## src/rtl/ldfd_pkg.sv

```systemverilog
// Shared types and constants for the laser distance frame decoder.
`default_nettype none

package ldfd_pkg;

  localparam int RX_W   = 8;
  localparam int PART_W = 6;
  localparam int TOP_W  = 4;
  localparam int RAW_W  = 16;
  localparam int DIST_W = 16;
  localparam int CNT_W  = 8;
  localparam int CFG_W  = 16;
  localparam int CFG_IDX_W = 2;

  localparam int FRAC_BITS_DEF = 8;

  // Tag bits of a received byte
  localparam int TAG_HIGH_BIT = 7;
  localparam int TAG_MID_BIT  = 6;

  localparam logic [RAW_W-1:0] ERROR_CODE  = 16'd65467;
  localparam logic [RAW_W-1:0] MIDDLE_CODE = ERROR_CODE / 16'd2;

  // distance = (raw*102 - 65520) * 2^F / 131040, and 131040 = 4095 << 5
  localparam int SCALE_MUL   = 102;
  localparam int ZERO_OFFSET = 65520;
  localparam int HALF_DEN    = 65520;
  localparam int DEN_SHIFT   = 5;
  localparam int DEN_LOG     = 12;
  localparam int DEN_ODD     = (1 << DEN_LOG) - 1;

  // Signed numerator raw*102 - 65520 fits 24 bits; its magnitude 23
  localparam int NUM_W = 24;
  localparam int MAG_W = NUM_W - 1;

  localparam logic [CFG_IDX_W-1:0] CFG_ERR_LIMIT = 2'd0;
  localparam logic [CFG_IDX_W-1:0] CFG_HIGH_DIST = 2'd1;
  localparam logic [CFG_IDX_W-1:0] CFG_LOW_DIST  = 2'd2;

  localparam logic [CNT_W-1:0]  ERR_LIMIT_RST = 8'd100;
  localparam logic [DIST_W-1:0] HIGH_DIST_RST = 16'd12930;
  localparam logic [DIST_W-1:0] LOW_DIST_RST  = 16'hFF80;

  typedef enum logic [1:0] {
    ST_VALID    = 2'd0,
    ST_REPORTED = 2'd1,
    ST_IGNORED  = 2'd2
  } status_t;

  // One completed sample on its way to the output stage
  typedef struct packed {
    logic [RAW_W-1:0] raw;
    status_t          status;
    logic             sel_high;
    logic             neg;
    logic [MAG_W-1:0] mag;
  } conv_req_t;

endpackage

`default_nettype wire

```

## src/rtl/ldfd_conv.sv

```systemverilog
// Scaled, rounded and saturated conversion of the raw numerator to Q distance.
`default_nettype none

module ldfd_conv #(
  parameter int FRAC_BITS = ldfd_pkg::FRAC_BITS_DEF
) (
  input  wire logic                            neg,
  input  wire logic [ldfd_pkg::MAG_W-1:0]      mag,
  output logic signed [ldfd_pkg::DIST_W-1:0]   q_dist
);
  import ldfd_pkg::*;

  localparam int SH_W  = MAG_W + FRAC_BITS + 1;
  localparam int U_W   = SH_W - DEN_SHIFT;
  localparam int Q_W   = U_W + 1 - DEN_LOG;
  localparam int CMP_W = (Q_W > DIST_W) ? Q_W + 1 : DIST_W + 1;

  logic [SH_W-1:0]   t;
  logic [U_W-1:0]    u;
  logic [U_W:0]      acc;
  logic [Q_W-1:0]    est;
  logic [U_W:0]      prod;
  logic [U_W:0]      rem;
  logic [Q_W-1:0]    q;
  logic [CMP_W-1:0]  qx;
  logic [CMP_W-1:0]  lim;
  logic [CMP_W-1:0]  qs;
  logic [DIST_W-1:0] qlow;

  always_comb begin
    // round half away: |n|*2^F + den/2, then floor divide by 131040
    t    = (SH_W'(mag) << FRAC_BITS) + SH_W'(HALF_DEN);
    u    = t[SH_W-1:DEN_SHIFT];
    // 1/4095 ~ (1 + 2^-12 + 2^-24) / 4096; estimate is exact or one short
    acc  = (U_W+1)'(u) + (U_W+1)'(u >> DEN_LOG) + (U_W+1)'(u >> (2 * DEN_LOG));
    est  = acc[U_W:DEN_LOG];
    prod = {est, {DEN_LOG{1'b0}}} - (U_W+1)'(est);
    rem  = (U_W+1)'(u) - prod;
    q    = est + Q_W'(rem >= (U_W+1)'(DEN_ODD));
    qx   = CMP_W'(q);
    lim  = neg ? CMP_W'(1 << (DIST_W - 1)) : CMP_W'((1 << (DIST_W - 1)) - 1);
    qs   = (qx > lim) ? lim : qx;
    qlow = qs[DIST_W-1:0];
    q_dist = neg ? $signed(-qlow) : $signed(qlow);
  end

endmodule

`default_nettype wire

```

## src/rtl/laser_distance_frame_decoder.sv

```systemverilog
// Top level of the laser distance frame decoder.
// Usage:
//   Input channel (in_valid / in_stall / in_rx_byte) takes one received serial
//   byte per request. Tag bits 7:6 = 00 store the low six bits, 01 the middle
//   six bits; bit 7 set supplies the top four bits and completes a sample.
//   Only completing bytes produce a result request on the output channel
//   (out_valid / out_stall) with raw value, Q distance and status.
//   A completing byte passes through assembly and numerator ahead of the middle
//   register, then constant divide, rounding and result select ahead of the
//   output register. Throughput: one byte per cycle while in_stall is low.
//   Stall: a result held by out_stall stays put; one more sample can wait in
//   the middle stage, after which in_stall rises until the output drains.
//   Low- and middle-part bytes are always taken unless in_stall is high.
//   Configuration: cfg_wr_en writes register cfg_index (0 error limit,
//   1 high error distance, 2 low error distance) from cfg_wr_data; index 3
//   is ignored. Write only while no request is in flight.
//   Reset (rst_n low, synchronous): empties both stages, clears the stored
//   parts, error counter, last good sample and held distance, and loads the
//   default configuration. No clearing pass; the block is ready next cycle.
`default_nettype none

module laser_distance_frame_decoder #(
  parameter int FRAC_BITS = ldfd_pkg::FRAC_BITS_DEF
) (
  input  wire logic                                 clk,
  input  wire logic                                 rst_n,
  input  wire logic                                 in_valid,
  output logic                                      in_stall,
  input  wire logic [ldfd_pkg::RX_W-1:0]            in_rx_byte,
  output logic                                      out_valid,
  input  wire logic                                 out_stall,
  output logic [ldfd_pkg::RAW_W-1:0]                out_raw_value,
  output logic signed [ldfd_pkg::DIST_W-1:0]        out_distance_q8,
  output logic [1:0]                                out_sample_status,
  input  wire logic                                 cfg_wr_en,
  input  wire logic [ldfd_pkg::CFG_IDX_W-1:0]       cfg_index,
  input  wire logic [ldfd_pkg::CFG_W-1:0]           cfg_wr_data
);
  import ldfd_pkg::*;

  // configuration
  logic [CNT_W-1:0]         err_limit_r;
  logic signed [DIST_W-1:0] high_dist_r;
  logic signed [DIST_W-1:0] low_dist_r;

  // decoder state
  logic [PART_W-1:0] low_bits_r,  low_bits_nxt;
  logic [PART_W-1:0] mid_bits_r,  mid_bits_nxt;
  logic [CNT_W-1:0]  err_cnt_r,   err_cnt_nxt;
  logic [RAW_W-1:0]  last_good_r, last_good_nxt;
  logic signed [DIST_W-1:0] held_dist_r;

  // middle stage
  conv_req_t p1_r, p1_nxt;
  logic      p1_valid_r, p1_valid_nxt;

  // output stage
  logic                     out_valid_r, out_valid_nxt;
  logic [RAW_W-1:0]         out_raw_r;
  logic signed [DIST_W-1:0] out_dist_r;
  status_t                  out_status_r;

  logic                     in_acc;
  logic                     p1_adv;
  logic [RAW_W-1:0]         raw_asm;
  logic [NUM_W-1:0]         num;
  logic signed [DIST_W-1:0] conv_dist;
  logic signed [DIST_W-1:0] dist_sel;

  assign in_stall = p1_valid_r && out_valid_r && out_stall;
  assign in_acc   = in_valid && !in_stall;
  assign p1_adv   = p1_valid_r && (!out_valid_r || !out_stall);

  assign raw_asm = {in_rx_byte[TOP_W-1:0], mid_bits_r, low_bits_r};

  always_comb begin
    low_bits_nxt  = low_bits_r;
    mid_bits_nxt  = mid_bits_r;
    err_cnt_nxt   = err_cnt_r;
    last_good_nxt = last_good_r;
    p1_nxt        = p1_r;
    p1_valid_nxt  = p1_valid_r;
    num           = NUM_W'(raw_asm) * NUM_W'(SCALE_MUL) - NUM_W'(ZERO_OFFSET);

    if (p1_adv) begin
      p1_valid_nxt = 1'b0;
    end

    if (in_acc) begin
      if (!in_rx_byte[TAG_HIGH_BIT]) begin
        if (in_rx_byte[TAG_MID_BIT]) begin
          mid_bits_nxt = in_rx_byte[PART_W-1:0];
        end else begin
          low_bits_nxt = in_rx_byte[PART_W-1:0];
        end
      end else begin
        p1_valid_nxt    = 1'b1;
        p1_nxt.raw      = raw_asm;
        p1_nxt.sel_high = last_good_r > MIDDLE_CODE;
        p1_nxt.neg      = num[NUM_W-1];
        p1_nxt.mag      = num[NUM_W-1] ? MAG_W'(-num) : MAG_W'(num);
        if (raw_asm == ERROR_CODE) begin
          if (err_cnt_r > err_limit_r) begin
            p1_nxt.status = ST_REPORTED;
          end else begin
            p1_nxt.status = ST_IGNORED;
            if (err_cnt_r != {CNT_W{1'b1}}) begin
              err_cnt_nxt = err_cnt_r + CNT_W'(1);
            end
          end
        end else begin
          p1_nxt.status = ST_VALID;
          err_cnt_nxt   = '0;
          last_good_nxt = raw_asm;
        end
      end
    end
  end

  ldfd_conv #(
    .FRAC_BITS (FRAC_BITS)
  ) u_conv (
    .neg    (p1_r.neg),
    .mag    (p1_r.mag),
    .q_dist (conv_dist)
  );

  always_comb begin
    unique case (p1_r.status)
      ST_VALID:    dist_sel = conv_dist;
      ST_REPORTED: dist_sel = p1_r.sel_high ? high_dist_r : low_dist_r;
      default:     dist_sel = held_dist_r;
    endcase
  end

  always_comb begin
    out_valid_nxt = out_valid_r;
    if (p1_adv) begin
      out_valid_nxt = 1'b1;
    end else if (out_valid_r && !out_stall) begin
      out_valid_nxt = 1'b0;
    end
  end

  always_ff @(posedge clk) begin
    if (!rst_n) begin
      err_limit_r <= ERR_LIMIT_RST;
      high_dist_r <= HIGH_DIST_RST;
      low_dist_r  <= LOW_DIST_RST;
    end else if (cfg_wr_en) begin
      unique case (cfg_index)
        CFG_ERR_LIMIT: err_limit_r <= cfg_wr_data[CNT_W-1:0];
        CFG_HIGH_DIST: high_dist_r <= cfg_wr_data[DIST_W-1:0];
        CFG_LOW_DIST:  low_dist_r  <= cfg_wr_data[DIST_W-1:0];
        default: ;
      endcase
    end
  end

  always_ff @(posedge clk) begin
    if (!rst_n) begin
      low_bits_r  <= '0;
      mid_bits_r  <= '0;
      err_cnt_r   <= '0;
      last_good_r <= '0;
      held_dist_r <= '0;
      p1_valid_r  <= 1'b0;
      out_valid_r <= 1'b0;
    end else begin
      low_bits_r  <= low_bits_nxt;
      mid_bits_r  <= mid_bits_nxt;
      err_cnt_r   <= err_cnt_nxt;
      last_good_r <= last_good_nxt;
      p1_valid_r  <= p1_valid_nxt;
      out_valid_r <= out_valid_nxt;
      if (p1_adv) begin
        held_dist_r <= dist_sel;
      end
    end
  end

  always_ff @(posedge clk) begin
    p1_r <= p1_nxt;
    if (p1_adv) begin
      out_raw_r    <= p1_r.raw;
      out_dist_r   <= dist_sel;
      out_status_r <= p1_r.status;
    end
  end

  assign out_valid         = out_valid_r;
  assign out_raw_value     = out_raw_r;
  assign out_distance_q8   = out_dist_r;
  assign out_sample_status = out_status_r;

endmodule

`default_nettype wire

```

## config.mk

```make
export PLATFORM = sky130hd
export DESIGN_NAME = laser_distance_frame_decoder
export DESIGN_NICKNAME = d
export VERILOG_FILES = /design/src/rtl/ldfd_pkg.sv /design/src/rtl/ldfd_conv.sv /design/src/rtl/laser_distance_frame_decoder.sv
export SDC_FILE = /design/constraint.sdc
export NUM_CORES = 1
export LEC_CHECK = 0
export CORE_ASPECT_RATIO = 1.1
export CORE_MARGIN = 3
export CORE_UTILIZATION = 30
export DETAILED_ROUTE_END_ITERATION = 10
export DONT_BUFFER_PORTS = 1
export GPL_ROUTABILITY_DRIVEN = 0
export PLACE_DENSITY = 0.47
export SYNTH_ARGS = -nofsm -noshare
export SYNTH_HDL_FRONTEND = slang
export SYNTH_SLANG_ARGS = --single-unit
```

## constraint.sdc

```tcl
create_clock -name clk -period 29 [get_ports clk]
set_input_delay 1.45 -clock clk [delete_from_list [all_inputs] [get_ports clk]]
set_output_delay 1.45 -clock clk [all_outputs]
set_load 0.02 [all_outputs]
```

==> impl_metrics.py, run 1 <==
metrics = {
    "run_status": {
        "status": "complete, no violations",
    },
    "yosys": {
        "synth-seq-cells": 168,
        "synthTopCellsByArea": "edfxtp_1, ha_1, dfxtp_1, nand2_1, inv_1",
        "synth_edf_count": 75,
        "synth_top_cell_by_area": "edfxtp_1",
        "netlist_instances": 1571,
        "synth_fp_nets": 1802,
        "yosys_warnings": 0,
        "synthFlopType": "dfxtp_1",
        "synth-async-reset-ratio_pct": 0,
        "synth_area_um2": 13600,
        "postSynthAreaPerCell_um2": 8.68,
        "yosysUniqueCellTypes": 94,
        "synth_top_area_share_pct": 16.5,
        "ys_seq_area_share_pct": 30.2,
    },
    "worst_setup_path": {
        "start_kind": "flop",
        "cpPeakStageDelay_ns": 0.64,
        "path_max_fanout": 15,
        "critPathKind": "reg -> reg",
        "critPathArrivalTime_ns": 14.72,
        "worst_r2r_path_depth": 53,
        "endpoint_kind": "flop",
        "cpMostUsedCell": "ha_1",
        "crit_required_ns": 29.33,
        "crit_slowest_cell": "or4b_1",
    },
    "clocking": {
        "cts_root_buffer": "clkbuf_16",
        "insertion_delay_ns": 0.44,
        "cts_setup_buffers": 0,
        "cts_tree": "done",
        "cts_resized": 0,
        "clock_path_buffers": 2,
        "cts.sinks": 168,
        "cts_buffers": 17,
        "htreeDepth": 4,
        "holdBufCountCts": 0,
        "clk_pin_slew_worst_paths_ns": 0.07,
    },
    "route": {
        "drt_iter0_markers": 738,
        "vias": 10800,
        "vias_per_cell": 5.01,
        "firstDrtPassIters": 5,
        "drt_wl_total_um": 36100,
        "antenna_left": 0,
        "route.detailed.drc": 0,
        "routedWlPerCell_um": 16.8,
    },
    "cells_and_area": {
        "fin_nets": 1789,
        "synthToLayoutAreaGrowth_pct": 8.91,
        "drive_gt1_share_pct": 5.16,
        "fill_cells": 4633,
        "utilization_pct": 33.2,
        "n_antenna_cell": 0,
    },
    "timing": {
        "hold_viol": 0,
        "finClkSkew_ns": 0.0127,
        "fin_crit_sh_pct": 49.6,
        "timing.fmax_ghz": 0.0695,
        "slew_violations": 0,
        "rsz0062_at_grt": "no",
        "slew_headroom_pct": 22.8,
        "setup_viol": 0,
        "worst_slew_pin_slew_ns": 1.15,
        "fin_setup_tns_ns": 0,
        "fin_crit_ns": 14.39,
    },
    "global_routing": {
        "grt_first_pass_wirelength_um": 58000,
        "grt_pass1_vias": 10600,
        "grt_max_degree": 46,
        "grt-ovfl-total": 0,
        "grt_util_all_layers_pct": 14.9,
        "antenna_found_initial": 0,
    },
    "floorplanning": {
        "dieArea_um2": 48000,
        "die_h_um": 230,
        "core-area_um2": 44700,
        "floorplan.initialDensity_pct": 30.5,
        "die_w_um": 209,
        "ios": 67,
        "num_rows": 81,
    },
    "power_and_ir_drop": {
        "vdd_drop_max_mv": 0.0410,
        "power_leakage_nw": 6.43,
        "powerDensity_nw_per_um2": 65.9,
        "finalPower_w": 0.000979,
    },
    "min_path": {
        "hp-class": "reg -> reg",
        "hold_path_depth": 0,
    },
    "placement": {
        "io_buffers": 0,
        "post-dp-hpwl_um": 28300,
    },
    "job": {
        "drv_cap": 0,
    },
}
-- path summary, 6_finish.rpt --
path / from / end / slack (ns)
worst max-delay path: p1_r[3] / held_dist_r[11] / 14.61
worst min-delay path: p1_r[41] / out_raw_value[14] / 0.42
worst max register to register: p1_r[3] / held_dist_r[11] / 14.61
worst min register to register: p1_r[41] / out_raw_value[14] / 0.42
-- placed cells by master (no fill, tap or decap), types with 13 or more instances in the layout --
cell type  instances
nor2b_1           13
clkbuf_16         18
ha_1             171
nor2_1           109
nor3_1            41
nand4_1           18
dfxtp_1           93
xor2_1            36
xnor2_1           71
a211oi_1          14
a21oi_1          103
nand3_1           52
nand2b_1          14
fa_1              29
inv_1            168
o21ai_0           56
mux2i_1           33
o211ai_1          13
a21o_1            21
nand2_1          196
edfxtp_1          75
-- worst max-delay path, delay by kind of cell (launching register included) --
family / cells / cell delay (ns)
XOR/XNOR: 2 / 0.73
multiplexers: 1 / 0.10
buffers and inverters: 6 / 0.63
AO/OA/AOI/OAI: 15 / 4.38
AND/OR/NAND/NOR: 21 / 5.42
flip-flops: 1 / 0.45
adder cells (fa/ha/maj): 8 / 2.52
-- stage by stage --
stage,std cells,setup slack (ns),area (um^2),hold WS (ns)
after floorplan,1571,16.76,13600,0.400
after global placement,2120,15.12,14300,0.404
after detailed placement,2120,14.89,14300,0.406
after CTS,2152,14.81,14800,0.421
after global routing,2152,13.42,14800,0.436
final,2152,14.61,14800,0.419
-- logic make-up (layout without fill, tap and decap cells) --
group / after synthesis / count (layout) / share of synthesized area, %
buffers and inverters: 215 / 215 / 6.09
flip-flops: 168 / 168 / 30.2
XOR/XNOR: 111 / 111 / 7.45
other: 1 / 1 / 0.0275
multiplexers: 42 / 42 / 3.17
AND/OR/NAND/NOR: 519 / 519 / 18.0
adder cells (fa/ha/maj): 200 / 200 / 20.0
AO/OA/AOI/OAI: 315 / 315 / 15.1
-- power by group --
| part | internal (W) | total [W] | leakage, nW | switching, W |
|---|---|---|---|---|
| Combinational | 0.000194 | 0.000474 | 4.68 | 0.000280 |
| Clock | 0.000126 | 0.000231 | 0.289 | 0.000105 |
| Sequential | 0.000263 | 0.000274 | 1.46 | 0.0000109 |
-- state kept, by name, summed over array words and instances, names as in the netlist, 2 cells and up --
signal             cells
low_dist_r            16
last_good_r           15
out_raw_value         16
mid_bits_r             6
out_distance_q8       16
held_dist_r           16
out_sample_status      2
high_dist_r           16
err_cnt_r              8
low_bits_r             6
p1_r                  41
err_limit_r            8
-- final cells by class --
cell class	count	area, um^2	share of cell area [%]
inverters	174	654	4.41
multi-input cells	1188	8690	58.5
repair buffers	9	67.6	0.455
clock buffers	19	454	3.06
well taps	581	727	4.90
clock inverters	13	136	0.919
flip-flops and latches	168	4110	27.7
-- Yosys cell counts (5+ instances only) --
cell and number:
inv_1 170, o31ai_1 8, nor2b_1 13, or3_1 5
dfxtp_1 93, a211o_1 7, o21ai_0 56, or4_1 7
o21a_1 12, clkbuf_1 35, nand2_1 196, nand3_1 52
a21oi_1 103, and2_1 7, edfxtp_1 75, nand2b_1 14
ha_1 171, nor2_1 109, nor3b_1 5, nor4_1 7
a21o_1 21, o21bai_1 7, xnor2_1 71, xor2_1 36
nor3_1 41, o21ai_1 6, o211ai_1 13, mux2i_1 33
a211oi_1 14, fa_1 29, nand4_1 18, and3_1 12
or2_2 6, mux2_2 9
-- per-layer routing --
layer,GRT usage (%),share of wire (%)
met2,24.6,47
met1,20.3,47
met3,2.18,3.2
met4,4.46,2.5
met5,0,0
Power figures use the tool's default switching activity.
==> run 2: changes to the inputs <==
Settings changed: PLACE_DENSITY 0.47 to 0.48.
Clock period 29 ns to 11.9 ns, I/O delays scaled along.
==> run 2 against run 1 <==
Final area up 8.1%. Die area unchanged. Count of clock-buffer cells in the layout up 4. Largest cell class unchanged. Largest power group unchanged.
==> impl_metrics.py, run 2 (synthesis results as in run 1) <==
metrics = {
    "route": {
        "route.met3.wl_um": 1070,
        "firstDrtPassIters": 5,
        "route.detailed.drc": 0,
        "vias": 11200,
        "drt_wl_total_um": 36800,
        "route.met2.wl_um": 17900,
        "routedWlPerCell_um": 16.3,
        "drt_iter0_markers": 552,
        "met1_length_um": 17100,
        "vias_per_cell": 4.98,
        "antenna_left": 0,
        "highest_layer": "met4",
    },
    "clocking": {
        "holdBufCountCts": 0,
        "insertion_delay_ns": 0.44,
        "cts_root_buffer": "clkbuf_16",
        "cts_tree": "done",
        "cts.sinks": 168,
        "clk_pin_slew_worst_paths_ns": 0.07,
        "htreeDepth": 4,
        "clock_path_buffers": 2,
        "cts_buffers": 17,
    },
    "floorplanning": {
        "floorplan.initialDensity_pct": 30.5,
        "core-area_um2": 44700,
        "dieArea_um2": 48000,
        "die_h_um": 230,
        "num_rows": 81,
        "die_w_um": 209,
        "ios": 67,
    },
    "worst_setup_path": {
        "worst_r2r_path_depth": 54,
        "rr_startpoint": "p1_r[5]",
        "critPathKind": "reg -> reg",
        "path_max_fanout": 5,
        "startpoint": "p1_r[5]",
        "r2r_end": "held_dist_r[11]",
        "start_kind": "flop",
        "crit_slowest_cell": "or4_4",
        "cpMostUsedCell": "ha_1",
        "crit_required_ns": 12.23,
        "regToRegSetupSlack_ns": 0.42,
        "endpoint_kind": "flop",
        "cpPeakStageDelay_ns": 0.58,
        "critPathArrivalTime_ns": 11.81,
    },
    "run_status": {
        "status": "complete, no violations",
    },
    "global_routing": {
        "grt_util_all_layers_pct": 15.0,
        "antenna_found_initial": 0,
        "grt_first_pass_wirelength_um": 58300,
        "grt-ovfl-total": 0,
        "grt_max_degree": 46,
        "grt_pass1_vias": 10900,
    },
    "timing": {
        "fin_crit_ns": 11.48,
        "fin_crit_sh_pct": 96.5,
        "fin_setup_tns_ns": 0,
        "fin_ws_ns": 0.419,
        "slew_headroom_pct": 20.8,
        "hold_viol": 0,
        "slew_violations": 0,
        "setup_viol": 0,
        "timing.fmax_ghz": 0.0871,
        "worst_slew_pin_slew_ns": 1.18,
        "finClkSkew_ns": 0.0140,
    },
    "power_and_ir_drop": {
        "vdd_drop_max_mv": 0.135,
        "powerDensity_nw_per_um2": 163,
        "power_leakage_nw": 7.03,
    },
    "cells_and_area": {
        "fin_nets": 1892,
        "multi_input_area_um2": 9080,
        "fill_cells": 4657,
        "synthToLayoutAreaGrowth_pct": 17.7,
        "top_register": "p1_r",
        "largest_reg_flops": 41,
        "final-seq-area_um2": 4110,
        "mostFrequentLayoutCell": "nand2_1",
        "n_antenna_cell": 0,
        "final_cell_mix": "nand2_1, inv_1, ha_1",
        "drive_gt1_share_pct": 15.0,
    },
    "placement": {
        "post-dp-hpwl_um": 29000,
        "io_buffers": 0,
        "dp_slack_ns": -0.0865,
    },
    "job": {
        "drv_cap": 0,
    },
    "min_path": {
        "hp-class": "in -> reg",
        "whs_endpoint": "high_dist_r[7]",
        "hold_path_depth": 1,
        "min-delay-start": "rst_n",
    },
}
-- run 2: cell count changes in the layout (fill, tap and decap cells not counted), sizes merged --
cell	before	now
bufinv	1	0
clkinvlp	1	0
inv	176	177
clkbuf	19	23
clkinv	9	6
buf	9	112
-- run 2: how the worst max path moves through the flow --
stage,endpoint,cells past startpoint
after global placement,out_distance_q8[10],51
after CTS,held_dist_r[15],51
after floorplan,out_distance_q8[12],50
after detailed placement,out_distance_q8[10],51
final,held_dist_r[11],54
after global routing,held_dist_r[13],55
-- run 2: power by group --
part | switching [W] | internal [W]
Combinational | 0.000755 | 0.000621
Sequential | 0.0000235 | 0.000640
Clock | 0.000240 | 0.000332
-- run 2: area by class of cell --
cell class / count / share of cell area, %
clock buffer: 23 / 3.45
clock inverter: 9 / 0.406
inverter: 174 / 4.08
multi-input combinational: 1188 / 56.6
sequential: 168 / 25.6
tap: 581 / 4.53
timing repair buffer: 112 / 5.26
-- run 2: metal layers --
metal  GRT usage [%]  up-vias
met2            25.4      173
met5               0        -
met1            19.9     5358
met4            4.02        0
met3            2.26       44
li1                -     5661
-- run 2: repair_timing --
action / in CTS / in global routing
hold endpoints to repair: 0 / 0
resized for setup: 5 / 70
setup endpoints to repair: 14 / 28
pin swaps: 2 / 41
buffers inserted: 0 / 11
-- run 2: critical path: cells and delay by family (launching register included) --
kind	cells	cell delay, ns
DFF	1	0.44
adders and majority gates	8	2.24
AOI/OAI and AO/OA	16	3.63
buffers and inverters	7	0.62
and+or+nand+nor	21	4.20
xor gates and xnor gates	2	0.27
-- run 2: through the flow --
stage / power [W] / instance area, um^2 / hold WS, ns / util [%] / std cells
after floorplan: 0.00156 / 13700 / 0.400 / - / 1571
after detailed placement: 0.00195 / 15000 / 0.405 / 33.6 / 2212
after global routing: 0.00281 / 16000 / 0.217 / 35.9 / 2255
after CTS: 0.00254 / 15600 / 0.203 / 35.0 / 2244
after global placement: 0.00194 / 15000 / 0.403 / 33.6 / 2212
final: 0.00261 / 16000 / 0.239 / 35.9 / 2255
==> run 3: changes to the inputs <==
Settings changed: SETUP_SLACK_MARGIN from default to 0.1, SYNTH_HIERARCHICAL from default to 1.
==> run 3 against run 2 <==
Core utilization grew 0.57 points. Global-route usage shrank 0.24 points. Clock skew shrank 0.0016 ns. Die area grew 5.1%. Synthesized cell count grew 6.4%. Critical endpoint is now held_dist_r[13]. Largest power group unchanged.
==> impl_metrics.py, run 3 <==
metrics = {
    "timing": {
        "fin_crit_ns": 11.41,
        "finClkSkew_ns": 0.0124,
        "rsz0062_at_grt": "yes",
        "timing.fmax_ghz": 0.0876,
        "slew_violations": 0,
        "worst_slew_pin_slew_ns": 1.12,
        "setup_viol": 0,
        "holdWs_ns": 0.248,
        "fin_ws_ns": 0.485,
        "fin_crit_sh_pct": 95.9,
        "slew_headroom_pct": 25.6,
        "hold_viol": 0,
    },
    "cells_and_area": {
        "final_cell_mix": "nand2_1, ha_1, inv_1",
        "utilization_pct": 36.5,
        "largest_reg_flops": 41,
        "design_area_um2": 17100,
        "n_antenna_cell": 0,
        "mostFrequentLayoutCell": "nand2_1",
        "fin_nets": 1992,
        "top_register": "p1_r",
        "drive_gt1_share_pct": 17.7,
        "synthToLayoutAreaGrowth_pct": 19.4,
    },
    "floorplanning": {
        "core-area_um2": 46900,
        "dieArea_um2": 50500,
        "floorplan.initialDensity_pct": 30.5,
        "num_rows": 83,
        "die_h_um": 235,
        "die_w_um": 214,
        "ios": 67,
    },
    "yosys": {
        "synth-async-reset-ratio_pct": 0,
        "synthFlopType": "dfxtp_1",
        "netlist_instances": 1671,
        "synth_top_cell_by_area": "edfxtp_1",
        "ys_top_cells_by_count": "nand2_1, ha_1, inv_1",
        "synth_top_area_share_pct": 15.7,
        "synth-seq-cells": 168,
        "ys_seq_area_share_pct": 28.7,
        "yosysUniqueCellTypes": 102,
        "synth_area_um2": 14300,
        "postSynthAreaPerCell_um2": 8.58,
        "synth_most_common_cell": "nand2_1",
        "yosys_warnings": 6,
        "synth_edf_count": 75,
        "synthTopCellsByArea": "edfxtp_1, ha_1, dfxtp_1, nand2_1, xnor2_1",
    },
    "worst_setup_path": {
        "cpMostUsedCell": "a21o_1",
        "crit_required_ns": 12.27,
        "path_max_fanout": 16,
        "critPathKind": "reg -> reg",
        "cpPeakStageDelay_ns": 0.58,
        "endpoint_kind": "flop",
        "crit_slowest_cell": "or4_4",
        "critPathArrivalTime_ns": 11.78,
        "regToRegSetupSlack_ns": 0.49,
        "start_kind": "flop",
    },
    "route": {
        "routedWlPerCell_um": 15.9,
        "vias_per_cell": 4.98,
        "route.detailed.drc": 0,
        "drt_wl_total_um": 38700,
        "firstDrtPassIters": 5,
        "antenna_left": 0,
        "drt_iter0_markers": 660,
        "vias": 12100,
    },
    "clocking": {
        "cts_buffers": 17,
        "cts_root_buffer": "clkbuf_16",
        "cts_tree": "done",
        "holdBufCountCts": 0,
        "clk_pin_slew_worst_paths_ns": 0.07,
        "clock_path_buffers": 2,
        "htreeDepth": 4,
        "cts.sinks": 168,
        "insertion_delay_ns": 0.44,
    },
    "global_routing": {
        "grt_util_all_layers_pct": 14.7,
        "grt_pass1_vias": 11400,
        "grt-ovfl-total": 0,
        "grt_first_pass_wirelength_um": 61000,
        "antenna_found_initial": 0,
        "grt_max_degree": 89,
    },
    "power_and_ir_drop": {
        "power_leakage_nw": 7.14,
        "finalPower_w": 0.00310,
        "powerDensity_nw_per_um2": 181,
        "vdd_drop_max_mv": 0.141,
    },
    "min_path": {
        "hp-class": "in -> reg",
    },
    "placement": {
        "post-dp-hpwl_um": 30400,
        "dp_slack_ns": -0.0999,
        "io_buffers": 0,
        "placed_area_um2": 15800,
    },
    "run_status": {
        "status": "complete, no violations",
    },
    "job": {
        "drv_cap": 0,
    },
}
run 3: cell types whose count changed in the layout (fill, tap and decap cells not counted), moves of 10 or more:
cell,previous run,this run
a21oi_1,97,75
ha_1,165,149
nand2_1,196,224
o21ai_0,52,68
nor2_1,105,68
nand3_1,50,60
buf_4,111,132
a21boi_0,1,53
nand2b_1,14,26
nor2b_1,12,26
fa_1,29,18
inv_1,165,133
nand4_1,18,32
run 3: area by class of cell:
class                      instances  area, um^2
clock inverter                    15         201
tap                              637         797
clock buffer                      17         425
multi-input combinational       1311       10000
timing repair buffer             135        1020
sequential                       168        4110
inverter                         142         534
fill                            4852       29800
run 3: metrics by stage:
step / std cells / TNS (ns)
global placement: 2358 / 0
floorplan: 1675 / 0
CTS: 2398 / 0
detailed placement: 2358 / -0.134
global route: 2425 / -2.36
finish: 2425 / 0
run 3: cell families (layout without fill, tap and decap cells):
logic type / count (synthesis) / in the layout / share of synthesized area (%)
compound gates: 387 / 387 / 18.7
xor+xnor: 118 / 118 / 7.52
fa+ha+maj: 186 / 186 / 17.2
buf+inv: 196 / 309 / 5.37
flops: 168 / 168 / 28.7
mux: 36 / 36 / 2.53
other cells: 2 / 6 / 0.0524
simple gates: 578 / 578 / 19.9
run 3: path summary, 6_finish.rpt:
kind                                    endpoint  cells after the start           from
worst max register to register   held_dist_r[13]                     54        p1_r[3]
worst min register to register  out_raw_value[9]                      0       p1_r[36]
worst min-delay path                    p1_r[39]                      0  in_rx_byte[0]
worst max-delay path             held_dist_r[13]                     54        p1_r[3]
run 3: timing repair:
action                                  CTS  global route
endpoints found under the setup margin   10            26
buffers inserted                          8            27
pin swaps                                 8            71
resized for setup                         8           102
run 3: per-layer routing:
| layer | global-route usage (%) | vias to the layer above | share of wire [%] |
|---|---|---|---|
| li1 | - | 6133 | - |
| met1 | 19.3 | 5715 | 46 |
| met2 | 25.6 | 174 | 49 |
| met3 | 1.81 | 51 | 2.6 |
| met4 | 4.11 | 0 | 2.0 |
| met5 | 0 | - | 0 |
run 3: power by group:
part / leakage [nW] / internal [W] / switching, W
registers: 1.46 / 0.000640 / 0.0000289
clock network: 0.310 / 0.000323 / 0.000267
logic: 5.37 / 0.000858 / 0.000980
total: 7.14 / 0.00182 / 0.00128
run 3: critical path, delay by kind of cell, from the launching register on:
kind / cells / cell delay, ns
multiplexers: 2 / 0.27
adder cells (fa/ha/maj): 6 / 1.71
flip-flops: 1 / 0.39
buffers and inverters: 4 / 0.58
AND/OR/NAND/NOR: 16 / 3.45
XOR/XNOR: 3 / 0.48
AO/OA/AOI/OAI: 23 / 4.44
